--- config.mk ---
export PLATFORM = sky130hd
export DESIGN_NAME = ctw_ctrl
export DESIGN_NICKNAME = d
export VERILOG_FILES = /design/src/rtl/core/ctw_pkg.sv /design/src/rtl/core/ctw_ctrl.sv
export VERILOG_INCLUDE_DIRS = /design/src /design/src/rtl/core
export SDC_FILE = /design/constraint.sdc
export NUM_CORES = 1
export LEC_CHECK = 0
export ABC_CLOCK_PERIOD_IN_PS = 10500
export BUFFER_PORTS_ARGS = -buffer_cell sky130_fd_sc_hd__buf_2
export CAP_MARGIN = 20
export CORE_ASPECT_RATIO = 0.5
export CORE_MARGIN = 4
export CORE_UTILIZATION = 54
export CTS_CLUSTER_DIAMETER = 80
export DETAILED_ROUTE_END_ITERATION = 6
export HOLD_SLACK_MARGIN = 0.15
export PLACE_DENSITY = 0.8
export RECOVER_POWER = 50
export SYNTH_ARGS = -nofsm -noshare
export SYNTH_HDL_FRONTEND = slang
export SYNTH_SLANG_ARGS = --single-unit
--- constraint.sdc ---
create_clock -name clk_i -period 10.5 [get_ports clk_i]
set_input_delay 1.575 -clock clk_i [delete_from_list [all_inputs] [get_ports clk_i]]
set_output_delay 1.575 -clock clk_i [all_outputs]
set_load 0.02 [all_outputs]
--- src/rtl/core/text_console_writer_assert.svh ---
// Assertion macros for the console writer controller (ctw_ctrl).
// Each macro expects clk_i and rst_ni in scope.
`ifndef TEXT_CONSOLE_WRITER_ASSERT_SVH
`define TEXT_CONSOLE_WRITER_ASSERT_SVH

// Same-cycle implication.
`define CTW_ASSERT_NOW(lbl, ante, cons, msg) \
  lbl: assert property (@(posedge clk_i) disable iff (!rst_ni) (ante) |-> (cons)) \
    else $error(msg);

// Next-cycle implication.
`define CTW_ASSERT_NEXT(lbl, ante, cons, msg) \
  lbl: assert property (@(posedge clk_i) disable iff (!rst_ni) (ante) |=> (cons)) \
    else $error(msg);

`endif

--- src/rtl/core/ctw_pkg.sv ---
package ctw_pkg;

  // Default screen geometry
  localparam int unsigned ScreenRows = 25;
  localparam int unsigned ScreenCols = 80;

  // Field widths
  localparam int unsigned ActW  = 2;
  localparam int unsigned CharW = 8;
  localparam int unsigned AttrW = 8;
  localparam int unsigned RowW  = 5;
  localparam int unsigned ColW  = 7;

  // Character codes and blank cell
  localparam logic [CharW-1:0] CrCode    = 8'd13;
  localparam logic [CharW-1:0] LfCode    = 8'd10;
  localparam logic [CharW-1:0] BlankChar = 8'h20;
  localparam logic [AttrW-1:0] ResetAttr = 8'h0F;

  typedef enum logic [ActW-1:0] {
    ActPut   = 2'd0,
    ActClear = 2'd1,
    ActRead  = 2'd2
  } action_e;

  // One result word
  typedef struct packed {
    logic [ColW-1:0]  cursor_col;
    logic [RowW-1:0]  cursor_row;
    logic [AttrW-1:0] cell_attribute;
    logic [CharW-1:0] cell_char;
  } result_t;

endpackage

--- src/rtl/core/ctw_ctrl.sv ---
`include "text_console_writer_assert.svh"

module ctw_ctrl #(
  parameter int unsigned SCREEN_ROWS = ctw_pkg::ScreenRows,
  parameter int unsigned SCREEN_COLS = ctw_pkg::ScreenCols
) (
  input  logic                                          clk_i,
  input  logic                                          rst_ni,
  // Item side
  input  logic                                          in_valid_i,
  output logic                                          in_ready_o,
  input  logic [ctw_pkg::ActW-1:0]                      action_i,
  input  logic [ctw_pkg::CharW-1:0]                     char_code_i,
  input  logic [ctw_pkg::RowW-1:0]                      read_row_i,
  input  logic [ctw_pkg::ColW-1:0]                      read_col_i,
  // Attribute register write
  input  logic                                          cfg_we_i,
  input  logic [ctw_pkg::AttrW-1:0]                     cfg_wdata_i,
  // Result side
  output logic                                          res_valid_o,
  input  logic                                          res_ready_i,
  output ctw_pkg::result_t                              res_o,
  // Cell store
  output logic                                          mem_en_o,
  output logic                                          mem_we_o,
  output logic [$clog2(SCREEN_ROWS*SCREEN_COLS)-1:0]    mem_addr_o,
  output logic [ctw_pkg::AttrW+ctw_pkg::CharW-1:0]      mem_wdata_o,
  input  logic [ctw_pkg::AttrW+ctw_pkg::CharW-1:0]      mem_rdata_i
);
  import ctw_pkg::*;

  localparam int unsigned CellCount = SCREEN_ROWS * SCREEN_COLS;
  localparam int unsigned AddrW     = $clog2(CellCount);
  localparam int unsigned RowIdxW   = $clog2(SCREEN_ROWS);
  localparam int unsigned ColIdxW   = $clog2(SCREEN_COLS);

  typedef enum logic [3:0] {
    StIdle  = 4'b0001,
    StInit  = 4'b0010,
    StBlank = 4'b0100,
    StResp  = 4'b1000
  } state_e;

  state_e               state_q, state_d;
  logic [RowIdxW-1:0]   row_q, row_d;
  logic [ColIdxW-1:0]   col_q, col_d;
  logic [RowIdxW-1:0]   top_q, top_d;
  logic [AddrW-1:0]     sweep_q, sweep_d;
  logic [AddrW-1:0]     last_q, last_d;
  logic                 rd_ok_q, rd_ok_d;
  logic [AttrW-1:0]     attr_q;

  logic [RowIdxW-1:0]   cur_phys;
  logic [RowIdxW-1:0]   rd_phys;
  logic [AddrW-1:0]     cur_addr;
  logic [AddrW-1:0]     rd_addr;
  logic [AddrW-1:0]     top_base;
  logic [RowIdxW-1:0]   top_next;
  logic                 rd_in_range;
  logic                 col_last;
  logic                 row_last;
  logic                 newline;
  logic                 accept;

  // Map a screen row onto a store row through the scroll offset
  function automatic logic [RowIdxW-1:0] wrap_row(input logic [RowIdxW-1:0] a,
                                                  input logic [RowIdxW-1:0] b);
    logic [RowIdxW:0] sum;
    sum = {1'b0, a} + {1'b0, b};
    if (sum >= (RowIdxW+1)'(SCREEN_ROWS)) begin
      sum = sum - (RowIdxW+1)'(SCREEN_ROWS);
    end
    return sum[RowIdxW-1:0];
  endfunction

  // Address and cursor decode
  assign cur_phys    = wrap_row(top_q, row_q);
  assign rd_phys     = wrap_row(top_q, RowIdxW'(read_row_i));
  assign cur_addr    = AddrW'(cur_phys) * AddrW'(SCREEN_COLS) + AddrW'(col_q);
  assign rd_addr     = AddrW'(rd_phys) * AddrW'(SCREEN_COLS) + AddrW'(ColIdxW'(read_col_i));
  assign top_base    = AddrW'(top_q) * AddrW'(SCREEN_COLS);
  assign top_next    = (top_q == RowIdxW'(SCREEN_ROWS - 1)) ? '0 : top_q + 1'b1;
  assign rd_in_range = (32'(read_row_i) < 32'(SCREEN_ROWS)) &&
                       (32'(read_col_i) < 32'(SCREEN_COLS));
  assign col_last    = (col_q == ColIdxW'(SCREEN_COLS - 1));
  assign row_last    = (row_q == RowIdxW'(SCREEN_ROWS - 1));
  assign newline     = (char_code_i == LfCode) || col_last;
  assign in_ready_o  = (state_q == StIdle);
  assign accept      = in_valid_i && in_ready_o;

  // Sequencer
  always_comb begin
    state_d     = state_q;
    row_d       = row_q;
    col_d       = col_q;
    top_d       = top_q;
    sweep_d     = sweep_q;
    last_d      = last_q;
    rd_ok_d     = rd_ok_q;
    mem_en_o    = 1'b0;
    mem_we_o    = 1'b0;
    mem_addr_o  = cur_addr;
    mem_wdata_o = {attr_q, char_code_i};
    res_valid_o = 1'b0;
    case (state_q)
      StInit: begin
        // Blank every cell after reset
        mem_en_o    = 1'b1;
        mem_we_o    = 1'b1;
        mem_addr_o  = sweep_q;
        mem_wdata_o = {ResetAttr, BlankChar};
        if (sweep_q == last_q) begin
          state_d = StIdle;
        end else begin
          sweep_d = sweep_q + 1'b1;
        end
      end
      StIdle: begin
        if (accept) begin
          rd_ok_d = 1'b0;
          state_d = StResp;
          case (action_i)
            ActPut: begin
              if (char_code_i == CrCode) begin
                col_d = '0;
              end else begin
                if (char_code_i != LfCode) begin
                  mem_en_o = 1'b1;
                  mem_we_o = 1'b1;
                end
                if (!newline) begin
                  col_d = col_q + 1'b1;
                end else begin
                  col_d = '0;
                  if (!row_last) begin
                    row_d = row_q + 1'b1;
                  end else begin
                    // Scroll: advance the offset, blank the old top row
                    top_d   = top_next;
                    sweep_d = top_base;
                    last_d  = top_base + AddrW'(SCREEN_COLS - 1);
                    state_d = StBlank;
                  end
                end
              end
            end
            ActClear: begin
              row_d   = '0;
              col_d   = '0;
              top_d   = '0;
              sweep_d = '0;
              last_d  = AddrW'(CellCount - 1);
              state_d = StBlank;
            end
            ActRead: begin
              if (rd_in_range) begin
                mem_en_o   = 1'b1;
                mem_addr_o = rd_addr;
                rd_ok_d    = 1'b1;
              end
            end
            default: begin
            end
          endcase
        end
      end
      StBlank: begin
        mem_en_o    = 1'b1;
        mem_we_o    = 1'b1;
        mem_addr_o  = sweep_q;
        mem_wdata_o = {attr_q, BlankChar};
        if (sweep_q == last_q) begin
          state_d = StResp;
        end else begin
          sweep_d = sweep_q + 1'b1;
        end
      end
      StResp: begin
        res_valid_o = 1'b1;
        if (res_ready_i) begin
          state_d = StIdle;
        end
      end
      default: begin
        state_d = StIdle;
      end
    endcase
  end

  // Result word
  always_comb begin
    res_o.cell_char      = rd_ok_q ? mem_rdata_i[CharW-1:0] : '0;
    res_o.cell_attribute = rd_ok_q ? mem_rdata_i[CharW+AttrW-1:CharW] : '0;
    res_o.cursor_row     = RowW'(row_q);
    res_o.cursor_col     = ColW'(col_q);
  end

  // Control registers
  always_ff @(posedge clk_i or negedge rst_ni) begin
    if (!rst_ni) begin
      state_q <= StInit;
      row_q   <= '0;
      col_q   <= '0;
      top_q   <= '0;
      sweep_q <= '0;
      last_q  <= AddrW'(CellCount - 1);
      rd_ok_q <= 1'b0;
    end else begin
      state_q <= state_d;
      row_q   <= row_d;
      col_q   <= col_d;
      top_q   <= top_d;
      sweep_q <= sweep_d;
      last_q  <= last_d;
      rd_ok_q <= rd_ok_d;
    end
  end

  // Attribute register
  always_ff @(posedge clk_i or negedge rst_ni) begin
    if (!rst_ni) begin
      attr_q <= ResetAttr;
    end else if (cfg_we_i) begin
      attr_q <= cfg_wdata_i;
    end
  end

  `CTW_ASSERT_NOW(a_row_in_screen, 1'b1, 32'(row_q) < 32'(SCREEN_ROWS), "cursor row out of screen")
  `CTW_ASSERT_NOW(a_col_in_screen, 1'b1, 32'(col_q) < 32'(SCREEN_COLS), "cursor column out of screen")
  `CTW_ASSERT_NOW(a_no_write_in_resp, state_q == StResp, !mem_we_o, "store written while result pending")
  `CTW_ASSERT_NEXT(a_read_to_resp, accept && (action_i == ActRead) && rd_in_range, (state_q == StResp) && rd_ok_q, "read did not reach result stage")

endmodule

### Yosys cells after proc, flatten, opt, wreduce, memory -nomap -nowiden

Index checks and enable logic that the tools add are counted.

* bits in registers: 52
* output and inout port bits: 59
* word-level logic and storage cells: 117
* input bits: 51

* mux-type cells: 52
* eq/ne operators: 26
* multipliers: 3
* $add $sub $neg: 11
* $lt $le $gt $ge: 4
* reductions and logical operators: 13

Operators by type and width (number)
* two-way mux 11 bit: 11
* one-hot mux 11 bit (2 select lines): 4
* two-way mux 5 bit: 9
* one-hot mux 16 bit (2 select lines): 1
* two-way mux 4 bit: 7
* adder 11 x 7 -> 11 bit: 2
* multiplier 5 x 3 -> 7 bit, second input constant: 3
* one-hot mux 5 bit (2 select lines): 2
* equality test 8 x 4 -> 1 bit, second input constant: 2
* two-way mux 8 bit: 2
* inequality test 2 bit, second input constant: 8
* one-hot mux 4 bit (4 select lines): 1
* two-way mux 7 bit: 2
* one-hot mux 7 bit (2 select lines): 1
* adder 5 x 5 -> 6 bit: 2
* greater-or-equal comparator 6 x 5 -> 1 bit, second input constant: 2
* AND reduction 6 bit: 2
* adder 11 x 1 -> 11 bit, second input constant: 1
* adder 11 x 7 -> 11 bit, second input constant: 1
* equality test 11 bit: 1
* adder 5 x 1 -> 5 bit, second input constant: 2
* equality test 5 bit, second input constant: 2
* subtractor 5 bit, second input constant: 2
* inequality test 3 bit, second input constant: 3
* 25 further kinds: 36

### Logic depth before layout (Yosys ltp)

Gate-level depths: netlist of the first run.

* word-level depth: 9
* gate-level depth with buffers: 20
* gate-level depth less buffers: 20

### Worst setup path before layout of the first run

OpenSTA, ideal clock, no wires.

* path type: input to output
* from: input port read_row_i[0] in the netlist's numbering
* to: output port mem_addr_o[10]
* buffers on the path: 0
* arrival: 5.612 ns
* data required time: 8.925 ns
* cell stages on the path: 18
* setup slack: 3.313 ns
* path through: ha_1 fa_1 and3_1 or3_1 and2_1 a31oi_1 mux2i_1 inv_1 ha_1 ha_1 inv_1 fa_1 or2_2 o21a_1 o32ai_1 xor2_1 nand2_1 o211ai_1

* word-level cells in the longest chain between the ends: 9

RTL lines
* start, declared: RTL line ctw_ctrl.sv:14 `input logic [ctw_pkg::RowW-1:0] read_row_i,`
* adder 5 x 5 -> 6 bit: RTL line ctw_ctrl.sv:69 `sum = {1'b0, a} + {1'b0, b};`
* subtractor 5 bit or greater-or-equal comparator 6 x 5 -> 1 bit (tied branches): RTL line ctw_ctrl.sv:71, ctw_ctrl.sv:70
* two-way mux 5 bit: RTL line ctw_ctrl.sv:70 `if (sum >= (RowIdxW+1)'(SCREEN_ROWS)) begin`
* multiplier 5 x 3 -> 7 bit: RTL line ctw_ctrl.sv:80 `assign rd_addr = AddrW'(rd_phys) * AddrW'(SCREEN_COLS) + AddrW'(ColIdxW'(read_col_i));`
* adder 11 x 7 -> 11 bit: RTL line ctw_ctrl.sv:80
* two-way mux 11 bit (*): RTL line ctw_ctrl.sv:156 `if (rd_in_range) begin`
* two-way mux 11 bit (*): RTL line ctw_ctrl.sv:122 `case (action_i)`
* two-way mux 11 bit (*): RTL line ctw_ctrl.sv:119 `if (accept) begin`
* one-hot mux 11 bit (2 select lines) (*): RTL line ctw_ctrl.sv:105 `case (state_q)`
* end, declared: RTL line ctw_ctrl.sv:26 `output logic [$clog2(SCREEN_ROWS*SCREEN_COLS)-1:0] mem_addr_o,`

Mark *: on every way between the ends. The rest lies on a longest branch, timed or not.

### Worst setup path after layout of the first run

Same ends and word-level chain as after synthesis.

==> flow_summary_export.csv, run 1 <==
group,metric,value,unit
logic_synthesis,synth_area,0.00457,mm²
placement,dpl.hpwl,9000,µm
timing,fmax,0.129,GHz
detailed_routing,first_pass_iters,6,
clock_tree,clock-sinks,48,
logic_synthesis,synth_edf_count,0,
detailed_routing,vias_per_cell,5.70,
timing,final-setup-viol-count,0,
timing,fin_skew,0.00460,ns
timing,finalWorstSetupSlack,2.77,ns
detailed_routing,avgRoutedWirePerCell,15.4,µm
setup_path,criticalPathCategory,"primary input to primary output",
floorplanning,rows,23,
finish,syn2layout_area_growth,16.5,%
logic_synthesis,synth_fp_nets,636,
finish,final_cell_mix,"buf_2, nand2_1, ha_1",
timing,fin_setup_tns,0,ns
timing,finalCriticalPeriod,7.73,ns
logic_synthesis,ys_warn_count,0,
logic_synthesis,syn_avg_cell_area,8.58,µm²
clock_tree,clk_pin_slew_worst_paths,0.07,ns
logic_synthesis,ys_seq_area_share,26.6,%
global_route,grtUsageMet2,38.7,%
placement,gp_congestion,0.855,
finish,stdcell_area,0.00533,mm²
setup_path,crit_fanout,4,
clock_tree,cts_resized,0,
global_route,grtUsageMet3,3.47,%
timing,holdWs,0.491,ns
clock_tree,hold_buffers,0,
floorplanning,die_x,138,µm
global_route,grt_pass1_wl,18900,µm
worst_hold_path,worstHoldPathType,"register to register",
timing,timing.final.hold_violations,0,
placement,dp_slack,2.83,ns
logic_synthesis,synth_cell_types,67,
setup_path,startpoint_type,"primary input",
detailed_routing,ant_nets,0,
clock_tree,htree_levels,2,
logic_synthesis,ys_async_sr_fraction,100,%
detailed_routing,routed_wl,11500,µm
clock_tree,clock_latency,0.29,ns
timing,tightest_slew,2.60,ns
global_route,busiest_layer,"met2",
flow_run,cap_violations,1,
finish,antenna_cells,0,
clock_tree,cts_tree,"done",
setup_path,critPathCaptureType,"primary output",
detailed_routing,vias,4257,
logic_synthesis,synth-seq-cells,48,
timing,final_max_slew_viol_count,49,
global_route,globalRoute.totalOverflow,0,
logic_synthesis,synthCells,533,
placement,portBuffers,109,
logic_synthesis,dominantRegCellSynth,"dfrtp_1",
clock_tree,cts-root-buf,"clkbuf_16",
global_route,grt_max_degree,49,
global_route,grt_usage,22.6,%
floorplanning,initial_core_util,56.3,%
floorplanning,die_h,73.1,µm
finish,layout_commonest_cell,"buf_2",
detailed_routing,drt_iter0_markers,260,
placement,postPlaceCellArea,0.00518,mm²
timing,post-route-period-util,73.6,%
setup_path,cp_data_required_time,8.93,ns
floorplanning,die_area,0.0101,mm²
finish,drive_above_1_share,23.0,%
floorplanning,ios,110,
timing,rsz0062_at_grt,"no",
global_route,grt_antenna_before_repair,0,
setup_path,r2r_setup_slack,7.36,ns
timing,relSlewSlack,-73.4,%
detailed_routing,drc,0,
clock_tree,numCtsBuffers,5,
global_route,grt_pass1_vias,3907,
finish,final_nets,737,
clock_tree,cts.path.max_buffers,2,
outcome,outcome,"finished with violations",
outcome,violations,"capacitance limit, slew limit",
floorplanning,core_area,0.00812,mm²
clock_tree,post_cts_buffers,0,
setup_path,worstPathArrival,6.16,ns
global_route,use_met1,30.9,%
final cells by class:
type | count | area, µm²
multi-input cells | 438 | 3130
fillers | 680 | 2790
flip-flops and latches | 48 | 1210
repair buffers | 113 | 551
well taps | 112 | 140
clock buffers | 5 | 125
inverters | 28 | 118
clock inverters | 3 | 46.3
registers in the layout (all words and copies together), names as in the netlist:
signal and count:
state_q 4, rd_ok_q 1, last_q 7, sweep_q 11, top_q 5, row_q 5
col_q 7, attr_q 8
kinds of logic after synthesis:
kind of cell    Yosys count  synth area share [%]
compound gates          136                  20.0
xor+xnor                 35                  6.71
fa+ha+maj                52                  15.4
buf+inv                  47                  4.93
flops                    48                  26.6
mux                      14                  3.34
simple gates            201                  23.0
synth_stat cells (all sizes together), types with 3 or more instances:
cell / number / area [µm²]
a211oi: 4 / 30.0
a21o: 10 / 75.1
a21oi: 28 / 140
a22oi: 9 / 67.6
a31oi: 10 / 77.6
and2: 26 / 163
and3: 9 / 56.3
buf: 3 / 30.0
clkbuf: 15 / 66.3
dfrtp: 38 / 951
dfstp: 10 / 263
fa: 7 / 140
ha: 45 / 563
inv: 27 / 101
mux2: 10 / 113
mux2i: 4 / 40.0
nand2: 54 / 210
nand2b: 7 / 43.8
nand3: 19 / 95.1
nand4: 3 / 18.8
nor2: 33 / 124
nor2b: 14 / 87.6
nor3: 5 / 25.0
nor3b: 3 / 22.5
nor4b: 4 / 35.0
o211ai: 3 / 22.5
o21a: 4 / 30.0
o21ai: 32 / 164
o221ai: 3 / 26.3
o22a: 5 / 43.8
o22ai: 3 / 18.8
o31ai: 10 / 80.1
or2: 10 / 62.6
or4: 3 / 23.8
xnor2: 25 / 219
xor2: 10 / 87.6
worst max-delay path, cell delays in order:
cell      delay (ns)
buf_2           0.11
ha_1            0.23
fa_1            0.42
and3_1          0.22
or3_1           0.36
and2_1          0.18
a31oi_1         0.37
mux2i_1         0.33
inv_1           0.12
ha_1            0.30
ha_1            0.22
inv_1           0.08
fa_1            0.44
nor2b_1         0.14
o21ai_0         0.17
o32ai_1         0.30
xor2_1          0.18
nand2_1         0.07
o211ai_1        0.14
buf_2           0.20
path summary, 6_finish.rpt:
kind,from,end,cells past startpoint
worst max register to register,col_q[0],top_q[4],8
max in group asynchronous,rst_ni,row_q[4],2
worst min-delay path,last_q[8],last_q[8],2
worst min register to register,last_q[8],last_q[8],2
worst max-delay path,read_row_i[0],mem_addr_o[10],20
min in group asynchronous,rst_ni,attr_q[7],2
metal layers:
layer,vias up,share of wire (%)
met2,138,47
met4,0,0.78
li1,2116,-
met5,-,0
met3,8,6.4
met1,1995,46
metrics by stage:
| step | utilization (%) | std cells |
|---|---|---|
| after floorplan | - | 533 |
| after global placement | 63.8 | 739 |
| after detailed placement | 63.8 | 739 |
| after CTS | 65.9 | 747 |
| after global routing | 65.6 | 747 |
| final | 65.6 | 747 |
Power of run 1 is not shown: default switching activity piles up to over one toggle a cycle in this logic, so the estimate is an artifact.
==> run 2, diff against run 1 <==
--- a/config.mk
+++ b/config.mk
@@ -6,7 +6,8 @@
 export SDC_FILE = /design/constraint.sdc
 export NUM_CORES = 1
 export LEC_CHECK = 0
-export ABC_CLOCK_PERIOD_IN_PS = 10500
+export ABC_AREA = 1
+export ABC_CLOCK_PERIOD_IN_PS = 7200
 export BUFFER_PORTS_ARGS = -buffer_cell sky130_fd_sc_hd__buf_2
 export CAP_MARGIN = 20
 export CORE_ASPECT_RATIO = 0.5
==> constraint.sdc (replaced) <==
create_clock -name clk_i -period 7.2 [get_ports clk_i]
set_input_delay 1.08 -clock clk_i [delete_from_list [all_inputs] [get_ports clk_i]]
set_output_delay 1.08 -clock clk_i [all_outputs]
set_load 0.02 [all_outputs]
==> flow_summary_export.csv, run 2 <==
group,metric,value,unit
timing,post-route-period-util,84.5,%
logic_synthesis,synth_edf_count,0,
finish,utilization,66.1,%
finish,regMostFlops,"sweep_q",
global_route,grt_pass1_vias,4278,
logic_synthesis,synth.top_cell.area_share,20.0,%
detailed_routing,dr.max_layer_used,"met4",
global_route,grt_antenna_before_repair,0,
timing,finalCriticalPeriod,6.08,ns
timing,finalWorstSetupSlack,1.12,ns
floorplanning,ios,110,
clock_tree,cts-root-buf,"clkbuf_16",
finish,drive_above_1_share,20.1,%
timing,fin_setup_tns,0,ns
logic_synthesis,synth_most_common_cell,"nand2_1",
detailed_routing,first_pass_iters,5,
clock_tree,cts_tree,"done",
logic_synthesis,synth-seq-cells,48,
worst_hold_path,worstHoldPathType,"register to register",
finish,largest_register_ffs,11,
timing,tightest_slew,2.63,ns
logic_synthesis,synth_fp_nets,762,
clock_tree,hold_buffers,0,
timing,fmax,0.164,GHz
global_route,grt_pass1_wl,19500,µm
global_route,grt_usage,23.0,%
clock_tree,cts_resized,0,
logic_synthesis,synthTopCellsByCount,"nand2_1, inv_1, nand3_1",
detailed_routing,avgRoutedWirePerCell,13.5,µm
finish,syn2layout_area_growth,15.1,%
timing,rsz0062_at_grt,"no",
logic_synthesis,netlist_top_cells_area,"dfrtp_1, ha_1, nand2_1",
floorplanning,die_h,74.4,µm
floorplanning,rows,23,
logic_synthesis,syn_avg_cell_area,7.22,µm²
finish,final_nets,867,
clock_tree,cts.path.max_buffers,2,
clock_tree,clock-sinks,48,
timing,holdWs,0.484,ns
timing,final-setup-viol-count,0,
setup_path,criticalPathCategory,"primary input to primary output",
outcome,violations,"capacitance limit, slew limit",
detailed_routing,wl_met1,5320,µm
placement,portBuffers,109,
outcome,outcome,"finished with violations",
timing,timing.final.hold_violations,0,
setup_path,cp_data_required_time,6.12,ns
detailed_routing,ant_nets,0,
logic_synthesis,dominantRegCellSynth,"dfrtp_1",
detailed_routing,routed_wl,11800,µm
clock_tree,htree_levels,2,
setup_path,startpoint_type,"primary input",
floorplanning,die_area,0.0105,mm²
detailed_routing,drc,0,
logic_synthesis,synthCells,659,
logic_synthesis,yosysTopAreaCell,"dfrtp_1",
finish,final_cell_mix,"nand2_1, inv_1, buf_2",
detailed_routing,vias,4628,
detailed_routing,wl_met2,5570,µm
clock_tree,clock_latency,0.29,ns
setup_path,crit_fanout,6,
logic_synthesis,ys_warn_count,0,
logic_synthesis,synth_cell_types,55,
flow_run,cap_violations,1,
logic_synthesis,synth_area,0.00476,mm²
clock_tree,post_cts_buffers,0,
logic_synthesis,ys_seq_area_share,25.5,%
placement,dp_slack,1.24,ns
floorplanning,initial_core_util,57.4,%
finish,top_regs,"sweep_q: 11 flops, attr_q: 8 flops",
global_route,grt_max_degree,49,
floorplanning,core_area,0.00829,mm²
timing,fin_skew,0.00795,ns
placement,gp_congestion,0.862,
finish,layout_commonest_cell,"nand2_1",
clock_tree,clk_pin_slew_worst_paths,0.07,ns
timing,final_max_slew_viol_count,49,
finish,antenna_cells,0,
floorplanning,die_x,141,µm
detailed_routing,drt_iter0_markers,318,
placement,dpl.hpwl,9450,µm
logic_synthesis,ys_async_sr_fraction,100,%
setup_path,worstPathArrival,5.00,ns
clock_tree,numCtsBuffers,5,
timing,relSlewSlack,-75.6,%
detailed_routing,met3_length,874,µm
global_route,globalRoute.totalOverflow,0,
setup_path,critPathCaptureType,"primary output",
detailed_routing,vias_per_cell,5.28,
run 2: routing by layer:
metal | track usage, % | up-vias
li1 | - | 2365
met1 | 30.5 | 2097
met2 | 39.8 | 160
met3 | 5.07 | 6
met4 | 3.87 | 0
met5 | 0 | -
run 2: layout make-up:
class / count / area [µm²]
repair buffers: 110 / 532
inverters: 117 / 448
fillers: 718 / 2810
multi-input cells: 482 / 3000
clock buffers: 6 / 129
clock inverters: 2 / 12.5
well taps: 112 / 140
flip-flops and latches: 48 / 1210
run 2: through the flow:
step / cell area (µm²) / instances
floorplan: 4760 / 659
global placement: 5370 / 869
detailed placement: 5370 / 869
CTS: 5510 / 877
global route: 5480 / 877
finish: 5480 / 877
run 2: logic make-up after synthesis:
kind of cell / synth area share [%]
AND/OR/NAND/NOR: 28.8
buffers and inverters: 11.0
AO/OA/AOI/OAI: 13.8
adder cells (fa/ha/maj): 14.8
XOR/XNOR: 6.08
flip-flops: 25.5
run 2: worst paths after layout:
path / startpoint / cells after the start / to / slack [ns]
hold reg to reg: attr_q[2] / 2 / attr_q[2] / 0.48
min in group asynchronous: rst_ni / 2 / top_q[4] / 1.72
hold / removal: attr_q[2] / 2 / attr_q[2] / 0.48
setup reg to reg: state_q[2] / 10 / sweep_q[9] / 4.71
setup / recovery: read_row_i[0] / 22 / mem_addr_o[10] / 1.12
max in group asynchronous: rst_ni / 2 / row_q[4] / 4.00
run 2: critical path: stages:
cell and delay [ns]:
buf_2 0.10, ha_1 0.21, fa_1 0.53, inv_1 0.07, ha_1 0.19, nand3b_1 0.14, nand3_1 0.11, nand2_2 0.11
o21ai_0 0.31, inv_1 0.12, ha_1 0.30, ha_1 0.16, inv_1 0.06, fa_1 0.38, xnor2_1 0.27, nand3b_1 0.14
xor2_1 0.21, nand3_1 0.11, nand3_1 0.09, nand3_1 0.08, nand2_1 0.06, buf_2 0.16
Power of run 2 is left out for the same reason.
==> run 3, diff against run 2 <==
--- a/config.mk
+++ b/config.mk
@@ -6,17 +6,17 @@
 export SDC_FILE = /design/constraint.sdc
 export NUM_CORES = 1
 export LEC_CHECK = 0
-export ABC_AREA = 1
-export ABC_CLOCK_PERIOD_IN_PS = 7200
+export ABC_AREA = 0
+export ABC_CLOCK_PERIOD_IN_PS = 5160
 export BUFFER_PORTS_ARGS = -buffer_cell sky130_fd_sc_hd__buf_2
 export CAP_MARGIN = 20
 export CORE_ASPECT_RATIO = 0.5
 export CORE_MARGIN = 4
-export CORE_UTILIZATION = 54
+export CORE_UTILIZATION = 50
 export CTS_CLUSTER_DIAMETER = 80
 export DETAILED_ROUTE_END_ITERATION = 6
 export HOLD_SLACK_MARGIN = 0.15
-export PLACE_DENSITY = 0.8
+export PLACE_DENSITY = 0.78
 export RECOVER_POWER = 50
 export SYNTH_ARGS = -nofsm -noshare
 export SYNTH_HDL_FRONTEND = slang
==> constraint.sdc (replaced) <==
create_clock -name clk_i -period 5.16 [get_ports clk_i]
set_input_delay 0.774 -clock clk_i [delete_from_list [all_inputs] [get_ports clk_i]]
set_output_delay 0.774 -clock clk_i [all_outputs]
set_load 0.02 [all_outputs]
==> flow_summary_export.csv, run 3 (synthesis results as in run 1) <==
group,metric,value,unit
outcome,outcome,"finished with violations",
outcome,violations,"capacitance limit, slew limit, setup timing",
detailed_routing,routed_wl,12500,µm
finish,layout_commonest_cell,"buf_2",
finish,fillers,721,
finish,antenna_cells,0,
clock_tree,clock_latency,0.29,ns
placement,dp_slack,-0.318,ns
setup_path,crit_slowest_cell,"fa_1",
finish,final_nets,774,
placement,gp_congestion,0.867,
setup_path,critPathCaptureType,"primary output",
clock_tree,cts-root-buf,"clkbuf_16",
timing,final_max_slew_viol_count,49,
timing,relSlewSlack,-73.9,%
clock_tree,clock-sinks,48,
setup_path,criticalPathCategory,"register to primary output",
global_route,grt_usage,22.4,%
setup_path,cp_data_required_time,4.39,ns
clock_tree,htree_levels,2,
setup_path,rr_startpoint,"col_q[0]",
setup_path,worstPathArrival,4.62,ns
setup_path,r2r_setup_slack,2.04,ns
detailed_routing,drc,0,
setup_path,reg2reg_to,"sweep_q[3]",
global_route,grt_pass1_wl,19600,µm
placement,dpl.hpwl,9560,µm
detailed_routing,vias,4445,
finish,top_regs,"sweep_q: 11 flops, attr_q: 8 flops",
floorplanning,die_area,0.0108,mm²
clock_tree,cts_tree,"done",
worst_hold_path,worstHoldPathType,"register to register",
detailed_routing,ant_nets,0,
timing,fmax,0.185,GHz
setup_path,worstPathCellList,"ha_4 > fa_1 > inv_2 > ha_4 > inv_2 > or2_4 > nor2_4 > nor3_2 > o32a_4 > nor2_2 > a21o_1 > ha_1 > ha_2 > inv_2 > fa_2 > or2_4 > nand2_1 > nor2_1 > a31oi_2 > o221ai_1 > buf_4",
timing,rsz0062_at_grt,"yes",
setup_path,r2r_cells,9,
finish,drive_above_1_share,32.7,%
setup_path,critical-path-top-delay-family,"adder cells",
clock_tree,clk_pin_slew_worst_paths,0.07,ns
setup_path,crit_fanout,6,
timing,tightest_slew,2.61,ns
worst_hold_path,hold-path-cell-count,2,
floorplanning,die_x,143,µm
placement,portBuffers,109,
clock_tree,hold_buffers,0,
worst_hold_path,worstHoldStart,"last_q[7]",
floorplanning,ios,110,
floorplanning,die_h,75.6,µm
detailed_routing,avgRoutedWirePerCell,15.9,µm
global_route,globalRoute.totalOverflow,0,
timing,fin_skew,0.00387,ns
floorplanning,initial_core_util,51.9,%
clock_tree,cts.path.max_buffers,2,
detailed_routing,vias_per_cell,5.63,
worst_hold_path,whs_endpoint,"last_q[7]",
timing,finalWorstSetupSlack,-0.239,ns
finish,largest_register_ffs,11,
flow_run,cap_violations,1,
timing,finalCriticalPeriod,5.40,ns
setup_path,startpoint_type,"register",
finish,final_cell_mix,"buf_2, nand2_1, buf_4",
clock_tree,numCtsBuffers,5,
setup_path,critPathMaxStageDelay,0.49,ns
global_route,grt_pass1_vias,4148,
timing,final-setup-viol-count,3,
timing,post-route-period-util,105,%
setup_path,crit_buf_inv,4,
global_route,grt_antenna_before_repair,0,
global_route,grt_max_degree,49,
finish,regMostFlops,"sweep_q",
setup_path,path_common_cell,"inv_2",
floorplanning,rows,24,
finish,syn2layout_area_growth,28.1,%
floorplanning,core_area,0.00880,mm²
timing,timing.final.hold_violations,0,
detailed_routing,first_pass_iters,5,
detailed_routing,drt_iter0_markers,254,
==> run 3: layout make-up <==
class	count	area [µm²]	area share [%]
Clock buffer	5	125	2.14
Timing Repair Buffer	150	843	14.4
Inverter	28	118	2.01
Clock inverter	3	46.3	0.791
Sequential cell	48	1220	20.8
Multi-Input combinational cell	438	3360	57.4
Tap cell	117	146	2.50
==> run 3: tightest hold or removal path, cell delays in order (launching register included) <==
cell and delay, ns:
dfstp_2 0.37, nand2_1 0.04, o21ai_0 0.07
==> run 3: stage by stage <==
stage               TNS [ns]  instance area, µm²  hold WS [ns]  cells  util (%)
detailed placement    -0.652                5530         0.491    774      62.8
finish                -0.702                5850         0.495    789      66.5
global route           -1.22                5850         0.520    789      66.5
floorplan            -0.0355                4690         0.464    533         -
CTS                   -0.735                5790         0.504    786      65.8
global placement      -0.350                5530         0.482    774      62.8
==> run 3: timing repair <==
item | 4_1_cts | 5_1_grt
pin swaps | 25 | 16
endpoints found under the setup margin | 4 | 4
setup buffers | 4 | 2
cloned | 0 | 0
resized for setup | 18 | 13
==> run 3: metal layers <==
metal  wire length [µm]  vias up  track usage [%]
met5                  0        -                0
met4                152        0             5.01
met3                806       20             4.83
met2               6050      121             38.5
met1               5510     2111             29.7
li1                   -     2193                -
==> run 3: worst max path at each step <==
| stage | start | end | slack (ns) | depth (start not counted) |
|---|---|---|---|---|
| after floorplan | read_row_i[0] | mem_addr_o[10] | -0.04 | 18 |
| after global placement | read_row_i[0] | mem_addr_o[10] | -0.19 | 20 |
| after detailed placement | read_row_i[0] | mem_addr_o[10] | -0.32 | 21 |
| after CTS | top_q[0] | mem_addr_o[10] | -0.27 | 21 |
| after global routing | top_q[0] | mem_addr_o[10] | -0.40 | 21 |
| final | top_q[0] | mem_addr_o[8] | -0.24 | 21 |
Power of run 3 is left out for the same reason.
